## src/hw/rtl/tfclf_pkg.sv

```systemverilog
// Shared types and constants for the telnet filter command line framer.
// Holds the result item layout, result kinds and telnet byte codes.
// No dependencies.
package tfclf_pkg;

  localparam int unsigned CFG_W      = 13;
  localparam int unsigned OQ_DEPTH   = 4;
  localparam int unsigned OQ_PTR_W   = 2;
  localparam int unsigned OQ_CNT_W   = 3;

  localparam logic [CFG_W-1:0] MAX_LINE_LEN_RESET = 13'd1024;
  localparam logic             ADDR_MAX_LINE_LEN  = 1'b0;

  localparam logic [7:0] TEL_IAC  = 8'hFF;
  localparam logic [7:0] TEL_DONT = 8'hFE;
  localparam logic [7:0] TEL_DO   = 8'hFD;
  localparam logic [7:0] TEL_WONT = 8'hFC;
  localparam logic [7:0] TEL_WILL = 8'hFB;
  localparam logic [7:0] CH_CR    = 8'h0D;
  localparam logic [7:0] CH_LF    = 8'h0A;
  localparam logic [7:0] CH_NUL   = 8'h00;

  localparam logic [2:0] KIND_CHAR    = 3'd0;
  localparam logic [2:0] KIND_EOL     = 3'd1;
  localparam logic [2:0] KIND_REPLY   = 3'd2;
  localparam logic [2:0] KIND_NUL_ERR = 3'd3;
  localparam logic [2:0] KIND_OVF     = 3'd4;

  localparam logic VERB_DONT = 1'b0;
  localparam logic VERB_WONT = 1'b1;

  typedef struct packed {
    logic [2:0] kind;
    logic [7:0] line_char;
    logic       verb;
    logic [7:0] option;
    logic       last;
  } res_t;

  typedef struct packed {
    logic [1:0]       cnt;
    res_t [1:0]       items;
  } push_t;

  function automatic res_t mk_res(logic [2:0] kind, logic [7:0] ch, logic verb,
                                  logic [7:0] opt);
    res_t r;
    r.kind      = kind;
    r.line_char = ch;
    r.verb      = verb;
    r.option    = opt;
    r.last      = 1'b0;
    return r;
  endfunction

endpackage

```

## src/hw/rtl/tfclf_filter.sv

```systemverilog
// Per-byte telnet filter and line stage with its state registers.
// Produces up to two result items per accepted byte. Depends on tfclf_pkg.
module tfclf_filter #(
  parameter int unsigned LINE_LIMIT_MAX = 4096
) (
  input  logic                      clk,
  input  logic                      rst,
  input  logic                      acc,
  input  logic [7:0]                rx_byte,
  input  logic [tfclf_pkg::CFG_W-1:0] max_line_len,
  output tfclf_pkg::push_t          push
);
  import tfclf_pkg::*;

  localparam int unsigned LW = $clog2(LINE_LIMIT_MAX + 1);
  localparam int unsigned CW = (LW > CFG_W) ? LW : CFG_W;

  typedef enum logic [1:0] {
    PH_DATA = 2'd0,
    PH_CMD  = 2'd1,
    PH_OPT  = 2'd2
  } phase_t;

  phase_t        phase, phase_next;
  logic          pending_verb, pending_verb_next;
  logic          cr_held, cr_held_next;
  logic [LW-1:0] line_count, line_count_next;
  logic          halted, halted_next;

  logic [CW-1:0] ml_ext;
  logic [CW-1:0] limit;
  logic [CW:0]   count_inc;
  logic          line_go;

  assign ml_ext    = CW'(max_line_len);
  assign count_inc = (CW + 1)'(line_count) + (CW + 1)'(1);

  always_comb begin
    if (ml_ext < CW'(2)) begin
      limit = CW'(2);
    end else if (ml_ext > CW'(LINE_LIMIT_MAX)) begin
      limit = CW'(LINE_LIMIT_MAX);
    end else begin
      limit = ml_ext;
    end
  end

  always_comb begin
    phase_next        = phase;
    pending_verb_next = pending_verb;
    cr_held_next      = cr_held;
    line_count_next   = line_count;
    halted_next       = halted;
    line_go           = 1'b0;
    push              = '0;

    if (acc && !halted) begin
      unique case (phase)
        PH_CMD: begin
          phase_next = PH_DATA;
          if (rx_byte == TEL_IAC) begin
            line_go = 1'b1;
          end else if (rx_byte == TEL_WILL || rx_byte == TEL_WONT) begin
            pending_verb_next = VERB_DONT;
            phase_next        = PH_OPT;
          end else if (rx_byte == TEL_DO || rx_byte == TEL_DONT) begin
            pending_verb_next = VERB_WONT;
            phase_next        = PH_OPT;
          end
        end
        PH_OPT: begin
          phase_next     = PH_DATA;
          push.cnt       = 2'd1;
          push.items[0]  = mk_res(KIND_REPLY, 8'h00, pending_verb, rx_byte);
        end
        default: begin
          phase_next = PH_DATA;
          if (rx_byte == TEL_IAC) begin
            phase_next = PH_CMD;
          end else begin
            line_go = 1'b1;
          end
        end
      endcase
    end

    if (line_go) begin
      if (cr_held && rx_byte == CH_LF) begin
        cr_held_next    = 1'b0;
        line_count_next = '0;
        push.cnt        = 2'd1;
        push.items[0]   = mk_res(KIND_EOL, 8'h00, 1'b0, 8'h00);
      end else if (!cr_held && rx_byte == CH_NUL) begin
        halted_next   = 1'b1;
        push.cnt      = 2'd1;
        push.items[0] = mk_res(KIND_NUL_ERR, 8'h00, 1'b0, 8'h00);
      end else if (count_inc >= (CW + 1)'(limit)) begin
        halted_next   = 1'b1;
        push.cnt      = 2'd1;
        push.items[0] = mk_res(KIND_OVF, 8'h00, 1'b0, 8'h00);
      end else begin
        line_count_next = count_inc[LW-1:0];
        if (cr_held) begin
          push.items[0] = mk_res(KIND_CHAR, CH_CR, 1'b0, 8'h00);
          if (rx_byte == CH_CR) begin
            cr_held_next = 1'b1;
            push.cnt     = 2'd1;
          end else if (rx_byte == CH_NUL) begin
            cr_held_next = 1'b0;
            push.cnt     = 2'd1;
          end else begin
            cr_held_next  = 1'b0;
            push.cnt      = 2'd2;
            push.items[1] = mk_res(KIND_CHAR, rx_byte, 1'b0, 8'h00);
          end
        end else if (rx_byte == CH_CR) begin
          cr_held_next = 1'b1;
        end else begin
          push.cnt      = 2'd1;
          push.items[0] = mk_res(KIND_CHAR, rx_byte, 1'b0, 8'h00);
        end
      end
    end

    if (push.cnt == 2'd1) begin
      push.items[0].last = 1'b1;
    end else if (push.cnt == 2'd2) begin
      push.items[1].last = 1'b1;
    end
  end

  always_ff @(posedge clk) begin
    if (rst) begin
      phase        <= PH_DATA;
      pending_verb <= 1'b0;
      cr_held      <= 1'b0;
      line_count   <= '0;
      halted       <= 1'b0;
    end else begin
      phase        <= phase_next;
      pending_verb <= pending_verb_next;
      cr_held      <= cr_held_next;
      line_count   <= line_count_next;
      halted       <= halted_next;
    end
  end

  a_halt_sticks: assert property (@(posedge clk) disable iff (rst)
    halted |=> halted)
    else $error("halted cleared without reset");

  a_halt_silent: assert property (@(posedge clk) disable iff (rst)
    halted |-> push.cnt == 2'd0)
    else $error("result produced while halted");

  a_reply_phase: assert property (@(posedge clk) disable iff (rst)
    (push.cnt != 2'd0 && push.items[0].kind == KIND_REPLY) |->
      (phase == PH_OPT && push.cnt == 2'd1))
    else $error("telnet reply outside option phase");

endmodule

```

## src/hw/rtl/tfclf_outq.sv

```systemverilog
// Small result queue that takes up to two items per cycle and gives one when the output is ready.
// Decouples the filter from output stalls. Depends on tfclf_pkg.
module tfclf_outq (
  input  logic              clk,
  input  logic              rst,
  input  tfclf_pkg::push_t  push,
  output logic              room,
  output logic              out_valid,
  input  logic              out_ready,
  output tfclf_pkg::res_t   head
);
  import tfclf_pkg::*;

  res_t                mem [OQ_DEPTH];
  logic [OQ_PTR_W-1:0] wr_ptr;
  logic [OQ_PTR_W-1:0] rd_ptr;
  logic [OQ_CNT_W-1:0] count;
  logic                pop;

  assign out_valid = (count != '0);
  assign pop       = out_valid && out_ready;
  assign room      = (count <= OQ_CNT_W'(OQ_DEPTH - 2));
  assign head      = mem[rd_ptr];

  always_ff @(posedge clk) begin
    if (push.cnt != 2'd0) begin
      mem[wr_ptr] <= push.items[0];
    end
    if (push.cnt == 2'd2) begin
      mem[wr_ptr + OQ_PTR_W'(1)] <= push.items[1];
    end
  end

  always_ff @(posedge clk) begin
    if (rst) begin
      wr_ptr <= '0;
      rd_ptr <= '0;
      count  <= '0;
    end else begin
      wr_ptr <= wr_ptr + OQ_PTR_W'(push.cnt);
      rd_ptr <= rd_ptr + OQ_PTR_W'(pop);
      count  <= count + OQ_CNT_W'(push.cnt) - OQ_CNT_W'(pop);
    end
  end

  a_no_overrun: assert property (@(posedge clk) disable iff (rst)
    count <= OQ_CNT_W'(OQ_DEPTH))
    else $error("result queue overrun");

  a_push_room: assert property (@(posedge clk) disable iff (rst)
    push.cnt != 2'd0 |-> (count + OQ_CNT_W'(push.cnt) - OQ_CNT_W'(pop))
                         <= OQ_CNT_W'(OQ_DEPTH))
    else $error("push without room");

  a_ptr_track: assert property (@(posedge clk) disable iff (rst)
    (wr_ptr - rd_ptr) == count[OQ_PTR_W-1:0])
    else $error("queue pointers disagree with count");

endmodule

```

## src/hw/rtl/telnet_filter_command_line_framer.sv

```systemverilog
// Top level of the telnet filter command line framer.
// Holds the APB register and ties the filter to the result queue.
// Depends on tfclf_pkg, tfclf_filter and tfclf_outq.

// Each received byte yields zero, one or two result items; a new byte is
// accepted every cycle while the four-entry result queue has room for two
// more items, so bytes that give one item each stream at one per cycle
// while the output is ready, and bytes that give two are limited by the
// single output port. After an illegal NUL or a line overflow the block
// keeps accepting bytes but gives no further items until reset.
module telnet_filter_command_line_framer #(
  parameter int unsigned LINE_LIMIT_MAX = 4096
) (
  input  logic        clk,
  input  logic        rst,
  input  logic        psel,
  input  logic        penable,
  input  logic        pwrite,
  input  logic [2:0]  paddr,
  input  logic [31:0] pwdata,
  output logic [31:0] prdata,
  output logic        pready,
  input  logic        in_valid,
  output logic        in_ready,
  input  logic [7:0]  rx_byte,
  output logic        out_valid,
  input  logic        out_ready,
  output logic [2:0]  result_kind,
  output logic [7:0]  line_char,
  output logic        reply_verb,
  output logic [7:0]  reply_option,
  output logic        last_of_run
);
  import tfclf_pkg::*;

  logic [CFG_W-1:0] max_line_len;
  logic             acc;
  logic             room;
  push_t            push;
  res_t             head;

  assign pready = 1'b1;
  assign prdata = (paddr[2] == ADDR_MAX_LINE_LEN) ?
                  {{(32 - CFG_W){1'b0}}, max_line_len} : 32'h0;

  always_ff @(posedge clk) begin
    if (rst) begin
      max_line_len <= MAX_LINE_LEN_RESET;
    end else if (psel && penable && pwrite && pready &&
                 paddr[2] == ADDR_MAX_LINE_LEN) begin
      max_line_len <= pwdata[CFG_W-1:0];
    end
  end

  assign in_ready = room;
  assign acc      = in_valid && in_ready;

  tfclf_filter #(
    .LINE_LIMIT_MAX(LINE_LIMIT_MAX)
  ) u_filter (
    .clk         (clk),
    .rst         (rst),
    .acc         (acc),
    .rx_byte     (rx_byte),
    .max_line_len(max_line_len),
    .push        (push)
  );

  tfclf_outq u_outq (
    .clk      (clk),
    .rst      (rst),
    .push     (push),
    .room     (room),
    .out_valid(out_valid),
    .out_ready(out_ready),
    .head     (head)
  );

  assign result_kind  = head.kind;
  assign line_char    = head.line_char;
  assign reply_verb   = head.verb;
  assign reply_option = head.option;
  assign last_of_run  = head.last;

endmodule

```

## config.mk

```make
export PLATFORM = sky130hd
export DESIGN_NAME = telnet_filter_command_line_framer
export DESIGN_NICKNAME = d
export VERILOG_FILES = /design/src/hw/rtl/tfclf_pkg.sv /design/src/hw/rtl/tfclf_filter.sv /design/src/hw/rtl/tfclf_outq.sv /design/src/hw/rtl/telnet_filter_command_line_framer.sv
export SDC_FILE = /design/constraint.sdc
export NUM_CORES = 1
export LEC_CHECK = 0
export ABC_CLOCK_PERIOD_IN_PS = 3800
export BUFFER_PORTS_ARGS = -buffer_cell sky130_fd_sc_hd__clkbuf_2
export CORE_MARGIN = 2
export CORE_UTILIZATION = 50
export CTS_BUF_LIST = sky130_fd_sc_hd__clkbuf_4
export CTS_CLUSTER_DIAMETER = 80
export DETAILED_ROUTE_END_ITERATION = 6
export GPL_ROUTABILITY_DRIVEN = 0
export PLACE_DENSITY = 0.75
export SLEW_MARGIN = 20
export SYNTH_ARGS = -nofsm -noshare
export SYNTH_HDL_FRONTEND = slang
export SYNTH_SLANG_ARGS = --single-unit
export TNS_END_PERCENT = 1
```

## constraint.sdc

```tcl
create_clock -name clk -period 3.8 [get_ports clk]
set_input_delay 0.76 -clock clk [delete_from_list [all_inputs] [get_ports clk]]
set_output_delay 0.76 -clock clk [all_outputs]
set_load 0.01 [all_outputs]
```

==> impl_metrics.json, run 1 <==
{
  "status": "finished clean",
  "cts_tree": "yes",
  "dpl_cell_area_um2": 7296,
  "dpl.hpwl_mm": 11.85,
  "fin_crit_ns": 3.794,
  "synth.distinct_cells": 68,
  "layout_commonest_cell": "nand2_1",
  "crit_start": "max_line_len[5]$_SDFFE_PP0P_",
  "reg2reg_from": "max_line_len[5]$_SDFFE_PP0P_",
  "synth.area.top_cells": "dfxtp_1 26%, edfxtp_1 16%, mux4_2 7.1%",
  "die_w_um": 119.8,
  "met3_length_mm": 1.061,
  "async_flop_share_pct": 0,
  "total_power_uw": 3664,
  "cp-end-kind": "flip-flop",
  "dieArea_um2": 14340,
  "slew_violations": 0,
  "vias": 5876,
  "crit_path_start_kind": "flip-flop",
  "cts_made_buffers": 17,
  "critPathMaxFanout": 6,
  "clkTransAtPathRegs_ns": 0.12,
  "rows": 42,
  "via_per_inst": 5.965,
  "root_buffer": "clkbuf_4",
  "tns_ns": 0,
  "cp.required_ns": 4.21,
  "numClockSinks": 122,
  "postSynthCellCount": 718,
  "peakVddDrop_mv": 0.2032,
  "worstRegToRegCells": 16,
  "port-buffer-count": 64,
  "die_y_um": 119.8,
  "synth-edff-count": 36,
  "grt_pass1_wl_mm": 27.72,
  "start_util_pct": 50.81,
  "synth_top_area_share_pct": 25.69,
  "track_usage_pct": 24.19,
  "grt-ovfl-total": 0,
  "hold_class": "in2reg",
  "rsz0062_at_grt": "yes",
  "wl_mm": 17.21,
  "yosysSeqAreaShare_pct": 41.82,
  "p_per_area_nw_per_um2": 465.4,
  "critical_path_class": "reg2reg",
  "r2r_slack_ns": 0.006,
  "cp.arrival_ns": 4.20,
  "drtIter0Drc": 476,
  "ant_nets": 0,
  "syn_area_per_cell_um2": 9.333,
  "period_share_pct": 99.85,
  "ys.warnings.count": 0,
  "wl_per_cell_um": 17.47,
  "reg2reg_to": "u_outq.count[2]$_SDFF_PP0_",
  "met1_length_mm": 7.354,
  "synth_top_cell_by_area": "dfxtp_1",
  "grt_max_degree": 42,
  "area_growth_pct": 17.48,
  "ioPinCount": 106,
  "syn_area_um2": 6701,
  "tightest_slew_ns": 0.8329,
  "drt_pass1_iterations": 6,
  "clock_latency_ns": 0.56,
  "synth_ff_type": "dfxtp_1",
  "met2_length_mm": 8.336,
  "htree_levels": 4,
  "finalHoldViolCount": 0,
  "final_layout_size_suffix_gt1_share_pct": 27.72,
  "maxSlewHeadroom_pct": 44.40,
  "grt_pass1_vias": 5684,
  "synth_seq_cells": 122,
  "coreArea_um2": 13190,
  "final_util_pct": 59.69,
  "antenna_found_initial": 1,
  "cap_violations": 0,
  "setup_viol": 0,
  "top_layer_used": "met4",
  "cts_buffer_depth": 2,
  "max_freq_ghz": 0.2636,
  "skew_ns": 0.02454,
  "critPathCapture": "u_outq.count[2]$_SDFF_PP0_",
  "nNetsFinal": 867,
  "drc": 0,
  "final_cell_area_um2": 7873,
  "leakagePower_uw": 0.002908,
  "cts_hold_buf": 0,
  "mostFrequentLayoutCells": "94 x nand2_1, 80 x dfxtp_1, 70 x a21oi_1"
}
per-layer routing:
metal	track usage (%)	vias up
li1	-	2732
met1	32.03	2846
met2	39.11	253
met3	4.515	45
met4	9.926	0
met5	0	-
state kept, by name (all words and copies together), names as in the netlist:
| name | flops |
|---|---|
| u_filter.line_count | 13 |
| u_outq.wr_ptr | 2 |
| u_filter.pending_verb | 1 |
| u_filter.phase | 2 |
| u_filter.cr_held | 1 |
| u_outq.rd_ptr | 2 |
| u_outq.mem | 84 |
| u_outq.count | 3 |
| max_line_len | 13 |
| u_filter.halted | 1 |
stage by stage:
| step | worst slack (ns) | instances | hold slack, ns |
|---|---|---|---|
| 3_5_place_dp | -0.1537 | 947 | 0.4498 |
| 6_report | 0.005749 | 985 | 0.4144 |
| 4_1_cts | -0.08808 | 979 | 0.3937 |
| 5_1_grt | -0.2004 | 985 | 0.3873 |
| 2_1_floorplan | 0.05892 | 736 | 0.4331 |
| 3_3_place_gp | -0.05969 | 947 | 0.4398 |
worst min-delay path by stage:
stage,startpoint,endpoint,slack [ns],cells past startpoint
detailed placement,u_outq.mem[1][8]$_SDFFE_PP0P_,u_outq.mem[1][8]$_SDFFE_PP0P_,0.45,2
CTS,pwdata[2],max_line_len[2]$_SDFFE_PP0P_,0.39,3
finish,pwdata[7],max_line_len[7]$_SDFFE_PP0P_,0.41,3
floorplan,u_outq.mem[2][1]$_SDFFE_PP0P_,u_outq.mem[2][1]$_SDFFE_PP0P_,0.43,2
global placement,u_outq.mem[1][6]$_SDFFE_PP0P_,u_outq.mem[1][6]$_SDFFE_PP0P_,0.44,2
global route,pwdata[2],max_line_len[2]$_SDFFE_PP0P_,0.39,3
cell families (layout without fill, tap and decap cells):
family	Yosys count	in the layout	synth area share, %
AOI/OAI and AO/OA	170	170	17.74
xor gates and xnor gates	18	18	2.352
adders and majority gates	22	22	4.220
buffers and inverters	82	154	6.105
DFF	122	122	41.82
muxes	21	21	7.057
other	2	21	0.1121
and+or+nand+nor	281	281	20.59
critical path, stage by stage, from the launching register on:
cell and delay (ns):
dfxtp_1 0.36, nor3_1 0.29, nand3_2 0.17, o21ai_4 0.26
buf_4 0.15, nand2_1 0.06, ha_1 0.19, a22o_1 0.21
o41a_1 0.47, nor3_2 0.25, and3_4 0.26, inv_2 0.08
ha_4 0.22, fa_2 0.35, xnor2_2 0.14, xnor2_1 0.14
nor2_1 0.05
cells in the mapped netlist (4+ instances only):
cell and n:
nand2_1 98, dfxtp_1 86, a21oi_1 70, nand3_1 45, nor2_1 40, edfxtp_1 36
clkbuf_1 35, and2_1 24, buf_4 24, ha_1 21, mux4_2 21, nor2b_1 17
o21ai_0 16, nor3_1 14, inv_1 13, xnor2_1 12, o31ai_1 11, a22o_1 8
o311ai_0 8, and3_1 7, nor4_1 6, o22ai_1 6, xor2_1 6, a21o_1 5
a32o_1 5, buf_1 5, o2bb2ai_1 5, a211o_1 4, nand4_1 4, o21a_1 4
o21ai_4 4, or3_1 4
layout make-up:
cell class	count	area, um2
diodes	1	2.502
clock buffers	17	127.6
clock inverters	15	163.9
fillers	1101	5318
inverters	14	52.55
multi-input cells	532	3829
flip-flops and latches	122	2815
well taps	176	220.2
repair buffers	108	661.9
power by group:
part	internal, uW	total (uW)	switching [uW]
Sequential	1490	1600	114
Clock	401	952	550
Combinational	484	1110	628
what timing repair did:
| action | in CTS | in global routing |
|---|---|---|
| pin swaps | 0 | 18 |
| gates cloned | 0 | 0 |
| setup endpoints to repair | 10 | 78 |
| gates resized for setup | 1 | 45 |
| buffers inserted | 0 | 5 |
Note: power is estimated with default switching activity, not from simulation.
==> run 2, diff against run 1 <==
--- a/config.mk
+++ b/config.mk
@@ -5,6 +5,7 @@
 export SDC_FILE = /design/constraint.sdc
 export NUM_CORES = 1
 export LEC_CHECK = 0
+export ABC_AREA = 1
 export ABC_CLOCK_PERIOD_IN_PS = 3800
 export BUFFER_PORTS_ARGS = -buffer_cell sky130_fd_sc_hd__clkbuf_2
 export CORE_MARGIN = 2
@@ -13,7 +14,7 @@
 export CTS_CLUSTER_DIAMETER = 80
 export DETAILED_ROUTE_END_ITERATION = 6
 export GPL_ROUTABILITY_DRIVEN = 0
-export PLACE_DENSITY = 0.75
+export PLACE_DENSITY = 0.74
 export SLEW_MARGIN = 20
 export SYNTH_ARGS = -nofsm -noshare
 export SYNTH_HDL_FRONTEND = slang
==> run 2 against run 1 <==
  * Wire length is 2.4% higher
  * Highest routed layer unchanged
  * Critical path depth is 5 higher
  * Die area is 4.3% higher
  * Maximum frequency is 11% higher
==> impl_metrics.json, run 2 <==
{
  "syn_area_per_cell_um2": 7.089,
  "track_usage_pct": 24.55,
  "drc": 0,
  "hold_depth": 3,
  "critical_path_class": "reg2reg",
  "cts_made_buffers": 17,
  "vias": 6611,
  "synth_most_common_cell": "nand2_1",
  "status": "finished clean",
  "fin_crit_ns": 3.413,
  "mostFrequentLayoutCells": "172 x nand2_1, 164 x nor2_1, 86 x dfxtp_1",
  "leakagePower_uw": 0.003595,
  "antenna_cells": 0,
  "drtIter0Drc": 673,
  "numClockSinks": 122,
  "grtUsageMet1_pct": 31.46,
  "async_flop_share_pct": 0,
  "cp.required_ns": 4.27,
  "worstRegToRegCells": 21,
  "max_freq_ghz": 0.2930,
  "critPathMaxFanout": 5,
  "synth_ff_type": "dfxtp_1",
  "synth.area.top_cells": "dfxtp_1 25%, edfxtp_1 15%, nand2_1 9.2%",
  "layout_commonest_cell": "nand2_1",
  "rsz0062_at_grt": "no",
  "coreArea_um2": 13770,
  "ff_latch_area_um2": 2803,
  "cts_buffer_depth": 2,
  "dieArea_um2": 14960,
  "synth_top_cell_by_area": "dfxtp_1",
  "ioPinCount": 106,
  "largest_reg_flops": 84,
  "clkTransAtPathRegs_ns": 0.10,
  "grt_max_degree": 87,
  "multiInputGateArea_um2": 3526,
  "clock_latency_ns": 0.56,
  "final_layout_size_suffix_gt1_share_pct": 12.95,
  "grt_pass1_wl_mm": 29.12,
  "pre_cts_slack_ns": 0.2359,
  "dpl.hpwl_mm": 12.43,
  "layout_setup_ws_ns": 0.3872,
  "yosysSeqAreaShare_pct": 40.06,
  "grt_pass1_vias": 6016,
  "busiest_layer": "met2",
  "hold_class": "in2reg",
  "die_w_um": 122.3,
  "grt-ovfl-total": 0,
  "cts_resized": 0,
  "finalHoldViolCount": 0,
  "cp.arrival_ns": 3.89,
  "ys.warnings.count": 0,
  "drt_pass1_iterations": 5,
  "tightest_slew_ns": 1.053,
  "fillerInstances": 1364,
  "regMostFlops": "u_outq.mem",
  "setup_viol": 0,
  "use_met3_pct": 5.530,
  "ant_nets": 0,
  "antenna_found_initial": 0,
  "htree_levels": 4,
  "reg_top3": "u_outq.mem: 84 flops, max_line_len: 13 flops, u_filter.line_count: 13 flops",
  "worst_hold_slack_ns": 0.4399,
  "peakVddDrop_mv": 0.2308,
  "nNetsFinal": 1109,
  "root_buffer": "clkbuf_4",
  "start_util_pct": 50.80,
  "period_share_pct": 89.81,
  "slew_violations": 0,
  "synth_seq_cells": 122,
  "wl_per_cell_um": 14.33,
  "maxSlewHeadroom_pct": 29.57,
  "via_per_inst": 5.375,
  "p_per_area_nw_per_um2": 598.4,
  "area_growth_pct": 9.835,
  "synth_top_area_share_pct": 24.61,
  "synth.distinct_cells": 39,
  "port-buffer-count": 64,
  "cts_hold_buf": 0,
  "syn_area_um2": 6997,
  "ys_top_cells_by_count": "172 x nand2_1, 167 x nor2_1, 86 x dfxtp_1",
  "use_met2_pct": 40.52,
  "final_cell_area_um2": 7685,
  "rows": 43,
  "crit_path_start_kind": "flip-flop",
  "dpl_cell_area_um2": 7386,
  "tns_ns": 0,
  "cts_tree": "yes",
  "die_y_um": 122.3,
  "synth-edff-count": 36,
  "post_cts_buffers": 0,
  "postSynthCellCount": 987,
  "skew_ns": 0.02250,
  "cp-end-kind": "flip-flop",
  "cap_violations": 0,
  "wl_mm": 17.62
}
-- run 2: worst paths after layout --
path,start,end,slack [ns]
hold / removal,pwdata[10],max_line_len[10]$_SDFFE_PP1P_,0.44
setup reg to reg,u_filter.line_count[1]$_SDFFE_PP0P_,u_outq.count[1]$_SDFF_PP0_,0.39
setup / recovery,u_filter.line_count[1]$_SDFFE_PP0P_,u_outq.count[1]$_SDFF_PP0_,0.39
hold reg to reg,u_outq.mem[2][4]$_SDFFE_PP0P_,u_outq.mem[2][4]$_SDFFE_PP0P_,0.48
-- run 2: where the power goes --
part	switching, uW	internal [uW]
clock network	479	485
logic	1150	635
registers	165	1690
-- run 2: stage by stage --
stage | utilization [%] | std cells | total power [uW]
finish | 55.80 | 1230 | 4598
detailed placement | 53.62 | 1198 | 3654
CTS | 55.74 | 1230 | 4602
global placement | 53.62 | 1198 | 3614
global route | 55.80 | 1230 | 4950
floorplan | - | 1005 | 3144
-- run 2: metal layers --
| metal | up-vias | part of all wire [%] |
|---|---|---|
| met5 | - | 0 |
| met4 | 0 | 2.0 |
| met3 | 28 | 7.0 |
| met2 | 236 | 46 |
| met1 | 3008 | 45 |
| li1 | 3339 | - |
-- run 2: area by class of cell --
class,count,share of cell area [%]
Multi-Input combinational cell,720,45.88
Sequential cell,122,36.47
Timing Repair Buffer,87,6.578
Inverter,89,4.347
Tap cell,180,2.931
Clock buffer,22,2.149
Clock inverter,10,1.644
-- run 2: cell families (layout without fill, tap and decap cells) --
logic type,Yosys count,in the layout,synth area share [%]
adders and majority gates,22,22,4.041
DFF,122,122,40.06
buffers and inverters,163,208,10.69
other,2,20,0.1073
and+or+nand+nor,459,459,27.66
xor gates and xnor gates,15,15,1.878
AOI/OAI and AO/OA,204,204,15.56
-- run 2: critical path, stage by stage (launching register included) --
cell	delay (ns)
dfxtp_1	0.39
ha_1	0.20
nand3_1	0.13
inv_1	0.13
nand3_1	0.11
nor2_1	0.13
xor2_1	0.21
ha_1	0.26
nand2_1	0.10
inv_1	0.04
nand2_1	0.05
nand3_1	0.07
nand2_1	0.06
nand2_1	0.08
nor2_4	0.17
nand3_1	0.13
a21boi_1	0.21
inv_1	0.12
ha_1	0.20
inv_1	0.06
fa_1	0.40
nor2_1	0.10
